[src/hdl/vtx4_pkg.sv]
// ----------------------------------------------------------------------------
// vtx4_pkg
// Shared widths, types and reset constants for the 4x4 vector transform.
// ----------------------------------------------------------------------------
package vtx4_pkg;

  // Vector and matrix shape
  localparam int NumComp  = 4;
  localparam int NumCoef  = NumComp * NumComp;
  localparam int NumRegs  = NumCoef / 2;

  // Data widths: Q16.16 operands, Q32.32 products, exact sum of four products
  localparam int CompW    = 32;
  localparam int PairW    = 2 * CompW;
  localparam int ProdW    = 2 * CompW;
  localparam int SumW     = ProdW + 2;
  localparam int FracDrop = 16;

  // Configuration index width (indexes beyond the register list are ignored)
  localparam int CfgIdxW  = 4;

  // Half an output LSB in Q32.32, for round half up
  localparam logic [SumW-1:0] HalfLsb = SumW'(64'h0000_0000_0000_8000);

  // Saturation limits in Q16.16
  localparam logic [CompW-1:0] SatPos = 32'h7FFF_FFFF;
  localparam logic [CompW-1:0] SatNeg = 32'h8000_0000;

  // Coefficient register reset: identity matrix
  localparam logic [PairW-1:0] CoefPairReset [NumRegs] = '{
    64'h0000_0000_0001_0000,
    64'h0000_0000_0000_0000,
    64'h0001_0000_0000_0000,
    64'h0000_0000_0000_0000,
    64'h0000_0000_0000_0000,
    64'h0000_0000_0001_0000,
    64'h0000_0000_0000_0000,
    64'h0001_0000_0000_0000
  };

  // Product ordering mode
  typedef enum logic {
    MODE_COL_MAJOR = 1'b0,
    MODE_ROW_MAJOR = 1'b1
  } mode_t;

endpackage

[src/hdl/vtx4_sum.sv]
// ----------------------------------------------------------------------------
// vtx4_sum
// Pairwise sums with rounding offset, lane total, and saturation to Q16.16.
// ----------------------------------------------------------------------------
module vtx4_sum (
  input  logic                       clk,
  input  logic                       rst_n,
  // upstream
  input  logic                       valid_i,
  output logic                       ready_o,
  input  logic [vtx4_pkg::ProdW-1:0] prod [vtx4_pkg::NumComp][vtx4_pkg::NumComp],
  // downstream
  output logic                       valid_o,
  input  logic                       ready_i,
  output logic [vtx4_pkg::CompW-1:0] res [vtx4_pkg::NumComp],
  output logic                       overflow
);
  import vtx4_pkg::*;

  // The kept field's sign bit and all bits above it must match for no saturation
  localparam int TopLo = FracDrop + CompW - 1;

  logic            v3_r;
  logic            v4_r;
  logic            v5_r;
  logic            adv3;
  logic            adv4;
  logic            adv5;
  logic [SumW-1:0] s01_nxt [NumComp];
  logic [SumW-1:0] s23_nxt [NumComp];
  logic [SumW-1:0] s01_r [NumComp];
  logic [SumW-1:0] s23_r [NumComp];
  logic [SumW-1:0] tot_nxt [NumComp];
  logic [SumW-1:0] tot_r [NumComp];
  logic [CompW-1:0] res_nxt [NumComp];
  logic [CompW-1:0] res_r [NumComp];
  logic            ovf_nxt;
  logic            ovf_r;

  assign adv5     = !v5_r || ready_i;
  assign adv4     = !v4_r || adv5;
  assign adv3     = !v3_r || adv4;
  assign ready_o  = adv3;
  assign valid_o  = v5_r;
  assign res      = res_r;
  assign overflow = ovf_r;

  // Pair sums; the half LSB rides along with the first pair
  always_comb begin
    for (int i = 0; i < NumComp; i++) begin
      s01_nxt[i] = SumW'($signed(prod[i][0])) + SumW'($signed(prod[i][1])) + HalfLsb;
      s23_nxt[i] = SumW'($signed(prod[i][2])) + SumW'($signed(prod[i][3]));
    end
  end

  // Lane total, already offset for round half up
  always_comb begin
    for (int i = 0; i < NumComp; i++) begin
      tot_nxt[i] = s01_r[i] + s23_r[i];
    end
  end

  // Drop the low fraction bits and clamp to signed 32 bits
  always_comb begin
    ovf_nxt = 1'b0;
    for (int i = 0; i < NumComp; i++) begin
      if (&tot_r[i][SumW-1:TopLo] || !(|tot_r[i][SumW-1:TopLo])) begin
        res_nxt[i] = tot_r[i][FracDrop +: CompW];
      end else begin
        ovf_nxt = 1'b1;
        if (tot_r[i][SumW-1]) begin
          res_nxt[i] = SatNeg;
        end else begin
          res_nxt[i] = SatPos;
        end
      end
    end
  end

  // Valid bits
  always_ff @(posedge clk) begin
    if (!rst_n) begin
      v3_r <= 1'b0;
      v4_r <= 1'b0;
      v5_r <= 1'b0;
    end else begin
      if (adv3) begin
        v3_r <= valid_i;
      end
      if (adv4) begin
        v4_r <= v3_r;
      end
      if (adv5) begin
        v5_r <= v4_r;
      end
    end
  end

  // Payload
  always_ff @(posedge clk) begin
    if (adv3 && valid_i) begin
      s01_r <= s01_nxt;
      s23_r <= s23_nxt;
    end
    if (adv4 && v3_r) begin
      tot_r <= tot_nxt;
    end
    if (adv5 && v4_r) begin
      res_r <= res_nxt;
      ovf_r <= ovf_nxt;
    end
  end

endmodule

[config.mk]
export PLATFORM = sky130hd
export DESIGN_NAME = vtx4_sum
export DESIGN_NICKNAME = d
export VERILOG_FILES = /design/src/hdl/vtx4_pkg.sv /design/src/hdl/vtx4_sum.sv
export SDC_FILE = /design/constraint.sdc
export NUM_CORES = 2
export LEC_CHECK = 0
export CAP_MARGIN = 20
export CORE_AREA = 2 2 452 454
export DETAILED_ROUTE_END_ITERATION = 10
export DIE_AREA = 0 0 454 456
export DONT_BUFFER_PORTS = 1
export GPL_ROUTABILITY_DRIVEN = 0
export SYNTH_ARGS = -nofsm -noshare
export SYNTH_HDL_FRONTEND = slang
export SYNTH_SLANG_ARGS = --single-unit
[constraint.sdc]
create_clock -name clk -period 44.7 [get_ports clk]
set_input_delay 6.705 -clock clk [delete_from_list [all_inputs] [get_ports clk]]
set_output_delay 6.705 -clock clk [all_outputs]
set_load 0.05 [all_outputs]
# After elaboration in Yosys (flattened, before gate mapping)

Index checks and enable logic that the tools add are counted.

Add/sub/neg operators: 16
Muxes and demuxes: 9
Reductions and logical operators: 26

Operators by type and width:

| cell                   | count |
|---|---|
| $add 64x64->65         | 8 |
| $add 65x17->66 const B | 4 |
| $add 66x66->66         | 4 |
| $mux 32                | 8 |
| $reduce_and 19->1      | 4 |
| $reduce_or 19->1       | 4 |
| $logic_not 1->1        | 7 |
| $logic_or 1x1->1       | 7 |
| $logic_and 1x1->1      | 3 |
| $reduce_and 3->1       | 1 |
| $mux 1                 | 1 |

Flip-flop bits (word level): 924
Input bits: 1,028
Output and inout bits: 131
Logic and storage cells: 71

# Longest topological paths before layout

Depth in word-level cells: 5
Mapped depth: 16
Gate-level depth less buffers: 15

# Least setup slack after synthesis

Ideal clock, no wire load.

Kind: input to register
Start point: input ready_i
End point: register s01_r[0] in the netlist's numbering, enable pin
Library setup time: 1.727 ns
Data arrival time: 32.677 ns
Required time: 42.973 ns
Path slack: 10.296 ns
Stages on the path: 2
Path buffers: 0
Path through: nor2b_1 -> a31oi_1

Cells in the longest elaborated chain, start to end: 4

RTL lines:

| element              | line            | RTL |
|---|---|---|
| start, declared      | vtx4_sum.sv:14  | `input logic ready_i,` |
| $logic_or 1x1->1     | vtx4_sum.sv:40  | `assign adv5 = !v5_r \|\| ready_i;` |
| $logic_or 1x1->1     | vtx4_sum.sv:41  | `assign adv4 = !v4_r \|\| adv5;` |
| $logic_or 1x1->1     | vtx4_sum.sv:42  | `assign adv3 = !v3_r \|\| adv4;` |
| $logic_and 1x1->1    | vtx4_sum.sv:101 | `if (adv3 && valid_i) begin` |
| end signal, assigned | vtx4_sum.sv:102 | `s01_r <= s01_nxt;` |
| end, declared        | vtx4_sum.sv:31  | `logic [SumW-1:0] s01_r [NumComp];` |

Every way passes these cells.
A chain may end at the register's enable or synchronous reset.

# Worst setup path after layout

Start point: input ready_i
End point: output ready_o

Cells in the longest elaborated chain, start to end: 3

RTL lines:

| element          | line           | RTL |
|---|---|---|
| $logic_or 1x1->1 | vtx4_sum.sv:40 |  |
| $logic_or 1x1->1 | vtx4_sum.sv:41 |  |
| $logic_or 1x1->1 | vtx4_sum.sv:42 |  |
| end, declared    | vtx4_sum.sv:10 | `output logic ready_o,` |

Every way passes these cells.

==> impl_metrics.env <==
export IMPL_dpl_hpwl_microns=199000
export IMPL_drc_errors=2
export IMPL_yosys_most_used_dff="edfxtp_1"
export IMPL_synth_cells=7328
export IMPL_grt_pass1_vias=57100
export IMPL_h_tree_depth=3
export IMPL_cts_resized_gates=0
export IMPL_ant_nets=0
export IMPL_synth_common_cells="1024 x ha_1, 853 x edfxtp_1, 824 x a21oi_1"
export IMPL_dpl_cell_area_sq_mm=0.0740
export IMPL_fin_area_sq_mm=0.0775
export IMPL_dp_cells=9751
export IMPL_finalHoldViolations=0
export IMPL_synthTopCellsByArea="edfxtp_1 36%, ha_1 18%, a21o_1 6.5%"
export IMPL_rsz0062_at_grt="false"
export IMPL_cp_top_family="simple AND/OR/NAND/NOR gates"
export IMPL_cts_buffers=103
export IMPL_status="finished, violations left"
export IMPL_syn_num_nets=9388
export IMPL_rows=165
export IMPL_period_minus_slack_ns=14.60
export IMPL_fill_cells=19700
export IMPL_fin_total_pwr_mw=3.39
export IMPL_setup_tns_ns=0
export IMPL_maxCapViolations=0
export IMPL_yosys_warnings=0
export IMPL_peakVddDrop_mv=0.0325
export IMPL_cp_buffers_inverters=0
export IMPL_grt_total_usage_pct=22.2
export IMPL_cts_buffer_depth=3
export IMPL_firstDrtPassIters=11
export IMPL_p_per_area_mw_per_mm2=43.7
export IMPL_seq_area_frac_synth_pct=35.9
export IMPL_yosys_cell_types_count=101
export IMPL_cts_tree="done"
export IMPL_vias=58300
export IMPL_tightest_slew_ns=1.13
export IMPL_clk_pin_slew_ns=0.07
export IMPL_grt_pass1_wl_microns=352000
export IMPL_yosys_register_bits=856
export IMPL_vias_per_cell=5.83
export IMPL_cts_hold_buf=0
export IMPL_setup_violations=0
export IMPL_die_w_microns=454
export IMPL_syn_area_sq_mm=0.0715
export IMPL_detail_route_wl_per_cell_microns=24.1
export IMPL_arrival_ns=7.90
export IMPL_violations="DRC"
export IMPL_ios=1159
export IMPL_required_ns=37.99
export IMPL_first_iter_violations=5120
export IMPL_grt_ovfl_total=0
export IMPL_grt_antenna_before_repair=66
export IMPL_cts_root_buffer_cell="clkbuf_16"
export IMPL_max_slew_margin_pct=24.9
export IMPL_p_leak_nw=32.8
export IMPL_finClkSkew_ns=0.0340
export IMPL_multi_input_area_sq_mm=0.0441
export IMPL_clock_sinks=856
export IMPL_syn_area_per_cell_sq_um=9.75
export IMPL_dieArea_sq_mm=0.207
export IMPL_hold_ws_ns=0.508
export IMPL_yosysMostFrequentCell="ha_1"
export IMPL_startpoint_type="input port"
export IMPL_final_setup_worst_slack_ns=30.10
export IMPL_pre_cts_ws_ns=30.09
export IMPL_postCtsSetupBuffers=0
export IMPL_synth_top_area_share_pct=35.8
export IMPL_yosysTopAreaCell="edfxtp_1"
export IMPL_initial_core_util_pct=35.4
export IMPL_timing_fmax_mhz=68.5
export IMPL_slew_viol_final=0
export IMPL_cpPeakStageDelay_ns=0.61
export IMPL_fin_crit_sh_pct=32.7
export IMPL_finalNetCount=9244
export IMPL_path_class="in2out"
export IMPL_area_growth_syn_to_layout_pct=8.48
export IMPL_die_h_microns=456
export IMPL_core_sq_mm=0.202
export IMPL_synth_async_reset_ratio_pct=0
export IMPL_synth_edf_count=853
export IMPL_finalWirelength_microns=241000
export IMPL_grt_max_degree=156
export IMPL_hp_class="reg2reg"
export IMPL_drive_gt1_share_pct=3.85
export IMPL_crit_fanout=6
export IMPL_io_buffers=0
export IMPL_final_util_pct=38.4
export IMPL_instances_no_fill=9992
export IMPL_slowest_stage="nand3_1"
export IMPL_path_cells="nor2b_1 -> nand3_1"
export IMPL_clock_latency_ns=0.73
export IMPL_seq_area_sq_mm=0.0257
export IMPL_cp_end_kind="output pin"
final timing paths:
| path | start | to | slack, ns | cells past startpoint |
|---|---|---|---|---|
| worst max-delay path | ready_i | ready_o | 30.10 | 2 |
| worst max register to register | s23_r[136] | tot_r[197] | 40.41 | 12 |
| worst min-delay path | tot_r[46] | res[30] | 0.51 | 1 |
| worst min register to register | tot_r[46] | res[30] | 0.51 | 1 |
metal layers:
metal	vias to the layer above	track usage, %	share of wire, %	routed length (microns)
met5	-	0	0.055	132
met4	18	11.3	5.0	12000
met3	461	4.60	6.9	16700
met2	2363	37.7	48	116000
met1	27700	26.5	40	96200
li1	27700	-	-	-
registers in the layout (all words and copies together), names as in the netlist:
register and cells:
s01_r 264, s23_r 260, tot_r 200, res 128, overflow 1, v3_r 1
v4_r 1, valid_o 1
cell usage in the layout (no fill, tap or decap), drive strengths merged, types with 16 or more instances in the layout:
cell type  Yosys  final
a2111oi       17     17
a211oi        65     65
a21boi        20     20
a21o         622    622
a21oi        828    828
a221o         21     21
a221oi        25     25
a31o          17     17
a31oi         92     92
a41oi         16     16
and2          30     30
and3          58     58
and4          20     20
buf           17     23
clkbuf       255    116
clkinv         0     47
diode          0     50
edfxtp       853    853
ha          1024   1024
inv          198    206
nand2        502    502
nand2b        64     64
nand3        142    142
nand4        215    215
nor2         391    391
nor2b         74     74
nor3          92     92
nor4          44     44
o211ai        53     53
o21a          70     70
o21ai        409    409
o21bai       146    146
o31a          20     20
o31ai         36     36
o41ai         16     16
or2           18     18
or3           21     21
xnor2        411    411
xor2         260    260
layout make-up:
| cell class | count | share of cell area [%] |
|---|---|---|
| Inverter | 198 | 0.959 |
| Antenna cell | 50 | 0.161 |
| Clock inverter | 75 | 0.922 |
| Sequential cell | 856 | 33.1 |
| Timing Repair Buffer | 23 | 0.281 |
| Tap cell | 2672 | 4.31 |
| Clock buffer | 116 | 3.39 |
| Multi-Input combinational cell | 6002 | 56.9 |
cells by family after synthesis:
logic type,synth area share [%]
buffers and inverters,2.50
and+or+nand+nor,11.6
adders and majority gates,18.2
xor gates and xnor gates,8.22
muxes,0.0700
AOI/OAI and AO/OA,23.5
DFF,35.9
where the power goes:
part | total, mW | internal (mW) | leakage [nW] | switching, mW
clock | 0.845 | 0.483 | 1.63 | 0.362
combinational | 1.34 | 0.527 | 22.9 | 0.814
sequential | 1.20 | 1.11 | 8.21 | 0.0903
Power figures use the tool's default switching activity.
