==> src/hdl/vtx4_pkg.sv <==
// ----------------------------------------------------------------------------
// vtx4_pkg
// Shared widths, types and reset constants for the 4x4 vector transform.
// ----------------------------------------------------------------------------
package vtx4_pkg;

  // Vector and matrix shape
  localparam int NumComp  = 4;
  localparam int NumCoef  = NumComp * NumComp;
  localparam int NumRegs  = NumCoef / 2;

  // Data widths: Q16.16 operands, Q32.32 products, exact sum of four products
  localparam int CompW    = 32;
  localparam int PairW    = 2 * CompW;
  localparam int ProdW    = 2 * CompW;
  localparam int SumW     = ProdW + 2;
  localparam int FracDrop = 16;

  // Configuration index width (indexes beyond the register list are ignored)
  localparam int CfgIdxW  = 4;

  // Half an output LSB in Q32.32, for round half up
  localparam logic [SumW-1:0] HalfLsb = SumW'(64'h0000_0000_0000_8000);

  // Saturation limits in Q16.16
  localparam logic [CompW-1:0] SatPos = 32'h7FFF_FFFF;
  localparam logic [CompW-1:0] SatNeg = 32'h8000_0000;

  // Coefficient register reset: identity matrix
  localparam logic [PairW-1:0] CoefPairReset [NumRegs] = '{
    64'h0000_0000_0001_0000,
    64'h0000_0000_0000_0000,
    64'h0001_0000_0000_0000,
    64'h0000_0000_0000_0000,
    64'h0000_0000_0000_0000,
    64'h0000_0000_0001_0000,
    64'h0000_0000_0000_0000,
    64'h0001_0000_0000_0000
  };

  // Product ordering mode
  typedef enum logic {
    MODE_COL_MAJOR = 1'b0,
    MODE_ROW_MAJOR = 1'b1
  } mode_t;

endpackage

==> src/hdl/vtx4_if.sv <==


// Coefficient write channel
interface vtx4_cfg_if;
  logic                         valid;
  logic                         ready;
  logic [vtx4_pkg::CfgIdxW-1:0] index;
  logic [vtx4_pkg::PairW-1:0]   data;

  modport source (output valid, index, data, input ready);
  modport sink   (input valid, index, data, output ready);
endinterface

==> src/hdl/vtx4_coef_regs.sv <==
// ----------------------------------------------------------------------------
// vtx4_coef_regs
// Coefficient register file: eight 64-bit pairs, presented as 16 entries.
// ----------------------------------------------------------------------------
module vtx4_coef_regs (
  input  logic                       clk,
  input  logic                       rst_n,
  vtx4_cfg_if.sink                   cfg_chan,
  output logic [vtx4_pkg::CompW-1:0] coef [vtx4_pkg::NumCoef]
);
  import vtx4_pkg::*;

  logic [PairW-1:0] pair_r [NumRegs];

  // Writes always complete; an index beyond the list matches no register
  assign cfg_chan.ready = 1'b1;

  always_ff @(posedge clk) begin
    if (!rst_n) begin
      for (int r = 0; r < NumRegs; r++) begin
        pair_r[r] <= CoefPairReset[r];
      end
    end else if (cfg_chan.valid) begin
      for (int r = 0; r < NumRegs; r++) begin
        if (cfg_chan.index == CfgIdxW'(r)) begin
          pair_r[r] <= cfg_chan.data;
        end
      end
    end
  end

  // Even entry in the low half, odd entry in the high half
  always_comb begin
    for (int k = 0; k < NumCoef; k++) begin
      coef[k] = pair_r[k / 2][(k % 2) * CompW +: CompW];
    end
  end

endmodule

==> src/flat_wrapper.sv <==
// flat-port wrapper written by rule: the top's interface ports become plain ports
module vtx4_coef_regs_flat import vtx4_pkg::*;
  (clk, rst_n, coef, cfg_chan_valid, cfg_chan_index, cfg_chan_data, cfg_chan_ready);
  vtx4_cfg_if cfg_chan_i ();
  input  logic clk;
  input  logic rst_n;
  output logic [vtx4_pkg::CompW-1:0] coef[vtx4_pkg::NumCoef];
  input wire logic [$bits(cfg_chan_i.valid)-1:0] cfg_chan_valid;
  input wire logic [$bits(cfg_chan_i.index)-1:0] cfg_chan_index;
  input wire logic [$bits(cfg_chan_i.data)-1:0] cfg_chan_data;
  output wire logic [$bits(cfg_chan_i.ready)-1:0] cfg_chan_ready;
  assign cfg_chan_i.valid = cfg_chan_valid;
  assign cfg_chan_i.index = cfg_chan_index;
  assign cfg_chan_i.data = cfg_chan_data;
  assign cfg_chan_ready = cfg_chan_i.ready;
  vtx4_coef_regs u_core (.clk(clk), .rst_n(rst_n), .cfg_chan(cfg_chan_i), .coef(coef));
endmodule
==> config.mk <==
export PLATFORM = sky130hd
export DESIGN_NAME = vtx4_coef_regs_flat
export DESIGN_NICKNAME = d
export VERILOG_FILES = /design/src/hdl/vtx4_pkg.sv /design/src/hdl/vtx4_if.sv /design/src/hdl/vtx4_coef_regs.sv /design/src/flat_wrapper.sv
export SDC_FILE = /design/constraint.sdc
export NUM_CORES = 1
export LEC_CHECK = 0
export ABC_AREA = 1
export BUFFER_PORTS_ARGS = -buffer_cell sky130_fd_sc_hd__buf_2
export CORE_ASPECT_RATIO = 1.5
export CORE_MARGIN = 10
export CORE_UTILIZATION = 35
export DETAILED_ROUTE_END_ITERATION = 10
export GPL_TIMING_DRIVEN = 0
export PLACE_DENSITY = 0.56
export RECOVER_POWER = 50
export SYNTH_ARGS = -nofsm -noshare
export SYNTH_HDL_FRONTEND = slang
export SYNTH_SLANG_ARGS = --single-unit
export TNS_END_PERCENT = 20
==> constraint.sdc <==
create_clock -name clk -period 11.1 [get_ports clk]
set_clock_uncertainty 0.05 [all_clocks]
set_input_delay 1.11 -clock clk [delete_from_list [all_inputs] [get_ports clk]]
set_output_delay 1.11 -clock clk [all_outputs]
set_load 0.03 [all_outputs]
-- Word level (Yosys, flattened, before mapping)
Memory sizes are Yosys's and may differ from the RTL's.
Index checks and enable logic that the tools add are counted.
- memories kept: 1
- output and inout port bits: 513
- memory bits (writable): 512
- flip-flop bits (word level): 0
- bits of input ports: 71
- multiplexer cells: 41
- eq/ne operators: 7
- reduce and logical (&&, ||, !) cells: 1
- bitwise logic cells: 8
- memories (memory ; words ; width ; read ports ; clocked after memory_dff ; wr ports ; line ; text):
    u_core.pair_r ; 8 ; 64 ; 8 ; 0 ; 8 ; vtx4_coef_regs.sv:13 ; logic [PairW-1:0] pair_r [NumRegs];
- operators by type and width (cell ; number):
    64-bit two-way mux ; 8
    1-bit two-way mux ; 33
    4-bit by 3-bit equality test with 1-bit output, second input constant ; 4
    4-bit by 2-bit equality test with 1-bit output, second input constant ; 2
    1-bit OR ; 8
    4-bit by 1-bit equality test with 1-bit output, second input constant ; 1
    4-bit logical NOT ; 1

-- Depth between registers and ports, before layout
Gate-level depths: netlist (run 1).
- depth after elaboration: 6
- mapped depth: 6
- gate-level depth less buffers: 4

-- Worst setup path before layout (run 1)
Ideal clock, no wire load.
- path kind: input port to flip-flop
- start point: input cfg_chan_valid
- end point: memory u_core.pair_r[1][128] (netlist name), enable pin
- setup slack: 4426 ps
- arrival: 6049 ps
- required time: 10476 ps
- stages on the path: 4
- library setup time: 574 ps
- path buffers: 2
- path through: buf_4 > nand3_1 > buf_2 > o21ai_0
- RTL lines (item ; line ; text):
    start: declaration ; flat_wrapper.sv:8 ; input wire logic [$bits(cfg_chan_i.valid)-1:0] cfg_chan_valid;
    end: declaration ; vtx4_coef_regs.sv:13 ;

==> flow_summary.json, run 1 <==
{
  "synthDistinctLibCells": 14,
  "antenna_left": 0,
  "initialDrtViolationCount": 762,
  "yosysSeqAreaShare_pct": 86.3,
  "place.detailed.hpwl_um": 47900,
  "syn-cell-area_um2": 17800,
  "firstDrtPassIters": 5,
  "grt_start_max_net_pins": 39,
  "layout.cells.most_common": "edfxtp_1",
  "fin_total_pwr_mw": 4.49,
  "switching_share_pct": 27.0,
  "grt.overflow.total": 0,
  "dieArea_um2": 60500,
  "report.final.hold_viol_count": 0,
  "top_regs": "u_core.pair_r (512)",
  "first_pass_grt_wire_length_um": 88000,
  "cell_at_the_root_of_the_clock_tree": "clkbuf_16",
  "p_leak_nw": 8.63,
  "dieWidth_um": 204,
  "std_cell_rows": 101,
  "power.internal_mw": 3.28,
  "worst-slew-pin-transition_ps": 1200,
  "relative_slew_slack_pct": 20.2,
  "core_area_um2": 50500,
  "postSynthAreaPerCell_um2": 16.0,
  "final_net_count": 1828,
  "p_per_area_nw_per_um2": 195,
  "clock_sinks": 512,
  "largest_reg_flops": 512,
  "netlist_instances": 1114,
  "routed_wire_length_per_instance_um": 26.0,
  "postCtsResizedCells": 0,
  "effective_utilization_at_floorplan_pct": 35.2,
  "setup.worst_path.start_class": "input port",
  "groute.usage.overall_pct": 20.3,
  "ys_ff_latch": 512,
  "drc": 0,
  "cts.reportedPaths.clkPinSlew_ps": 60,
  "port-buffer-count": 580,
  "pwr-share-comb_pct": 12.6,
  "reg_power_share_pct": 51.2,
  "htree_num_levels": 2,
  "kind_of_capture_point_of_the_worst_setup_path": "flip-flop",
  "synthesis.nets": 1185,
  "fin_crit_ps": 3590,
  "clock_network_fraction_of_design_power_pct": 36.3,
  "final_min_period_over_clock_period_pct": 32.3,
  "crit_path_dat_ps": 3820,
  "drive_above_1_share_pct": 23.4,
  "max-vdd-ir-drop_mv": 0.197,
  "maxCapViolCount": 0,
  "grt_pass1_vias": 11900,
  "route.vias.total": 11500,
  "largest-register": "u_core.pair_r",
  "yosys_warnings": 0,
  "clk_buf_depth": 3,
  "area_growth_syn_to_layout_pct": 29.5,
  "timing.critical_path.fanout_max": 33,
  "finalSetupViolCount": 0,
  "holdCritPathClass": "in -> reg",
  "grt_setup_unrepaired": "false",
  "tns_setup_ps": 0,
  "final-max-slew-violation-count": 0,
  "place.gp.congestion": 0.806,
  "avgViaCountPerCell": 4.66,
  "clock.fmax_mhz": 279,
  "power.switching_mw": 1.21,
  "tritoncts": "yes",
  "hold_buffers": 0,
  "post-route-util_pct": 45.6,
  "outcome": "complete, no violations",
  "die_h_um": 296,
  "numCtsBuffers": 48,
  "layout.cells.most_common_list": "512 x edfxtp_1, 327 x buf_2, 325 x nor2_1",
  "ioPinCount": 584,
  "antenna_found_initial": 4,
  "cp_data_required_time_ps": 11330,
  "drt-total-wl_um": 64100,
  "postCtsSetupRepairBufs": 0,
  "criticalPathCategory": "in -> reg"
}
[layout make-up]
class / instances / area (µm²)
Antenna cell: 3 / 7.51
Clock inverter: 32 / 288
Clock buffer: 54 / 1240
Tap cell: 669 / 837
Inverter: 71 / 267
Fill cell: 4781 / 27500
Timing Repair Buffer: 593 / 2840
Buffer: 57 / 250
Sequential cell: 512 / 15400
Multi-Input combinational cell: 474 / 1960
[layer usage]
metal / up-vias / routed length (µm) / global-route usage (%) / share of wire, %
met5: - / 12 / 0 / 0.019
met4: 2 / 2020 / 7.08 / 3.1
met3: 98 / 5300 / 5.47 / 8.3
met2: 526 / 34500 / 37.1 / 54
met1: 5691 / 22300 / 21.9 / 35
li1: 5160 / - / - / -
[cells by family (layout without fill, tap and decap cells)]
kind of cell           after synthesis  in the layout  synth area share (%)
AND/OR/NAND/NOR                    470            470                  10.5
buffers and inverters              128            807                  3.04
AO/OA/AOI/OAI                        3              3                0.0843
flip-flops                         512            512                  86.3
other                                1              4                0.0211
[power by group through the flow]
stage	logic [mW]	registers, mW	clock network [mW]
floorplan	0.0741	2.62	0
global placement	0.575	2.35	0
detailed placement	0.595	2.34	0
CTS	0.595	2.30	1.65
global route	0.590	2.31	1.73
finish	0.564	2.30	1.63
[critical path: stages]
cell      delay [ps]
clkbuf_1         160
nor2_1           120
nand3_1          120
clkbuf_1         890
clkbuf_1         500
nand2_4          480
buf_12           360
[synth_stat cells]
cell type | number | area [µm²]
edfxtp_1 | 512 | 15400
nor2_1 | 325 | 1220
nand2_1 | 73 | 274
inv_1 | 71 | 267
nor3_1 | 63 | 315
buf_2 | 43 | 215
clkbuf_1 | 12 | 45.0
nand3_1 | 4 | 20.0
o21ai_0 | 3 | 15.0
buf_4 | 2 | 15.0
nand3_2 | 2 | 20.0
nand4_1 | 2 | 12.5
conb_1 | 1 | 3.75
nor2_4 | 1 | 11.3
[stage by stage]
step / hold slack [ps] / cell area (µm²) / instances / worst slack [ps]
global placement: 1400 / 21500 / 2363 / -809
global route: 824 / 23100 / 2464 / 7300
CTS: 801 / 23400 / 2462 / 8160
finish: 827 / 23100 / 2465 / 7510
detailed placement: 1390 / 21900 / 2376 / 7570
floorplan: 1230 / 17800 / 1114 / 4430
[final timing paths]
kind         startpoint                    to  slack, ps  cells past startpoint
max   cfg_chan_index[0]  u_core.pair_r[1][33]       7510                      7
min   cfg_chan_data[16]  u_core.pair_r[1][80]        830                      3
Note: power is estimated with default switching activity, not from simulation.
==> run 2, diff against run 1 <==
Settings changed: PLACE_DENSITY 0.56 to 0.58.
Clock period 11.1 ns to 3.3 ns, I/O delays scaled along.
==> run 2 against run 1 <==
  * Hold slack worse by 730 ps
  * Largest cell class unchanged
  * Sequential power grew to 3.4 times the previous value
  * Utilization is 0.19 points lower
  * Worst setup slack worse by 6600 ps
  * Final area fell by 0.42%
  * Clock-buffer cell count rose by 7
==> flow_summary.json, run 2 (same netlist as run 1, synthesis figures left out) <==
{
  "outcome": "complete, no violations",
  "final_min_period_over_clock_period_pct": 70.9,
  "final_net_count": 1827,
  "std_cell_rows": 101,
  "dp.cells": 2376,
  "grt_start_max_net_pins": 45,
  "finish.cell_count_without_fillers": 2465,
  "top_regs": "u_core.pair_r (512)",
  "worst_path_most_repeated_cell": "buf_2",
  "filler_cell_count": 4716,
  "postCtsSetupRepairBufs": 0,
  "antenna_left": 0,
  "ioPinCount": 584,
  "cp_data_required_time_ps": 3480,
  "grt.overflow.total": 0,
  "grt_use_met3_pct": 5.17,
  "criticalPathCategory": "in -> reg",
  "final-max-slew-violation-count": 0,
  "cp_num_buf_inv": 3,
  "dieArea_um2": 60500,
  "routed_wire_length_per_instance_um": 26.2,
  "critical_path.top_delay_family": "simple AND/OR/NAND/NOR gates",
  "port-buffer-count": 580,
  "fin_hold_ws_ps": 92.3,
  "worst_path_largest_cell_delay_ps": 540,
  "crit_slowest_cell": "nand3_1",
  "largest_reg_flops": 512,
  "clock.fmax_mhz": 427,
  "met2_usage_pct": 36.3,
  "numCtsBuffers": 47,
  "setup.worst_path.start_class": "input port",
  "min_to": "u_core.pair_r[1][240]",
  "effective_utilization_at_floorplan_pct": 35.2,
  "report.final.hold_viol_count": 0,
  "clock_sinks": 512,
  "largest-register": "u_core.pair_r",
  "fin_crit_ps": 2340,
  "p_per_area_nw_per_um2": 644,
  "critPathLaunch": "cfg_chan_index[0]",
  "antenna_found_initial": 7,
  "max-vdd-ir-drop_mv": 0.453,
  "min-delay-start": "cfg_chan_data[48]",
  "p_leak_nw": 8.52,
  "drc": 0,
  "grt_pass1_vias": 12000,
  "finalSetupViolCount": 0,
  "avgViaCountPerCell": 4.74,
  "maxCapViolCount": 0,
  "cell_at_the_root_of_the_clock_tree": "clkbuf_16",
  "place.detailed.hpwl_um": 47100,
  "hold_path_depth": 3,
  "crit_path_dat_ps": 2520,
  "initialDrtViolationCount": 914,
  "firstDrtPassIters": 5,
  "busiest_layer": "met2",
  "worst-slew-pin-transition_ps": 1050,
  "dieWidth_um": 204,
  "die_h_um": 296,
  "timing.critical_path.fanout_max": 44,
  "layout.cells.most_common": "edfxtp_1",
  "kind_of_capture_point_of_the_worst_setup_path": "flip-flop",
  "tritoncts": "yes",
  "place.gp.congestion": 0.825,
  "area_growth_syn_to_layout_pct": 29.0,
  "drive_above_1_share_pct": 22.3,
  "worstPathCellList": "buf_2 > nor2_1 > nand3_1 > buf_2 > nand2_4 > buf_16",
  "gr-usage-met1_pct": 22.8,
  "groute.usage.overall_pct": 20.3,
  "htree_num_levels": 2,
  "layout.cells.most_common_list": "512 x edfxtp_1, 336 x clkbuf_1, 325 x nor2_1",
  "drt-total-wl_um": 64500,
  "cts.reportedPaths.clkPinSlew_ps": 70,
  "clk_buf_depth": 3,
  "core_area_um2": 50500,
  "relative_slew_slack_pct": 29.7,
  "grt_setup_unrepaired": "false",
  "postCtsResizedCells": 0,
  "hold_buffers": 0,
  "holdCritPathClass": "in -> reg",
  "first_pass_grt_wire_length_um": 88000,
  "route.vias.total": 11700
}
## run 2: cell count changes in the layout (fill, tap and decap cells not counted), moves of 2 or more
cell | before | now
clkinv_1 | 13 | 11
bufinv_16 | 5 | 1
buf_12 | 10 | 7
buf_2 | 327 | 311
clkbuf_1 | 313 | 336
buf_16 | 3 | 6
## run 2: through the flow
step	setup slack [ps]	setup TNS [ps]	cell area [µm²]	utilization, %	total power, mW
after detailed placement	454	0	21900	43.4	9.86
after CTS	1080	0	23400	46.2	15.0
final	960	0	23000	45.4	14.8
after global routing	832	0	23000	45.4	15.2
after floorplan	-864	-165770	17800	-	9.04
after global placement	-4420	-1246320	21500	42.6	9.84
## run 2: how the worst max path moves through the flow
stage,to,depth (start not counted)
6_report,u_core.pair_r[0][43],6
3_3_place_gp,u_core.pair_r[1][183],4
3_5_place_dp,u_core.pair_r[1][175],6
4_1_cts,u_core.pair_r[1][134],6
5_1_grt,u_core.pair_r[0][7],6
2_1_floorplan,u_core.pair_r[1][100],4
## run 2: power by group
| part | switching (mW) | internal, mW |
|---|---|---|
| clock | 2.36 | 2.81 |
| combinational | 1.58 | 0.320 |
| sequential | 0.128 | 7.60 |
| total | 4.07 | 10.7 |
## run 2: final cells by class
| cell class | count | area, µm² | share of cell area, % |
|---|---|---|---|
| tap | 669 | 837 | 3.64 |
| inverter | 71 | 267 | 1.16 |
| timing repair buffer | 593 | 2830 | 12.3 |
| antenna | 2 | 5.00 | 0.0218 |
| sequential | 512 | 15400 | 66.9 |
| clock buffer | 61 | 1270 | 5.53 |
| multi-input combinational | 474 | 1960 | 8.52 |
| clock inverter | 26 | 165 | 0.719 |
| buffer | 57 | 267 | 1.16 |
## run 2: per-layer routing
metal / routed length (µm) / share of wire (%)
met3: 5590 / 8.7
met1: 23000 / 36
met4: 2340 / 3.6
met5: 57 / 0.088
met2: 33500 / 52
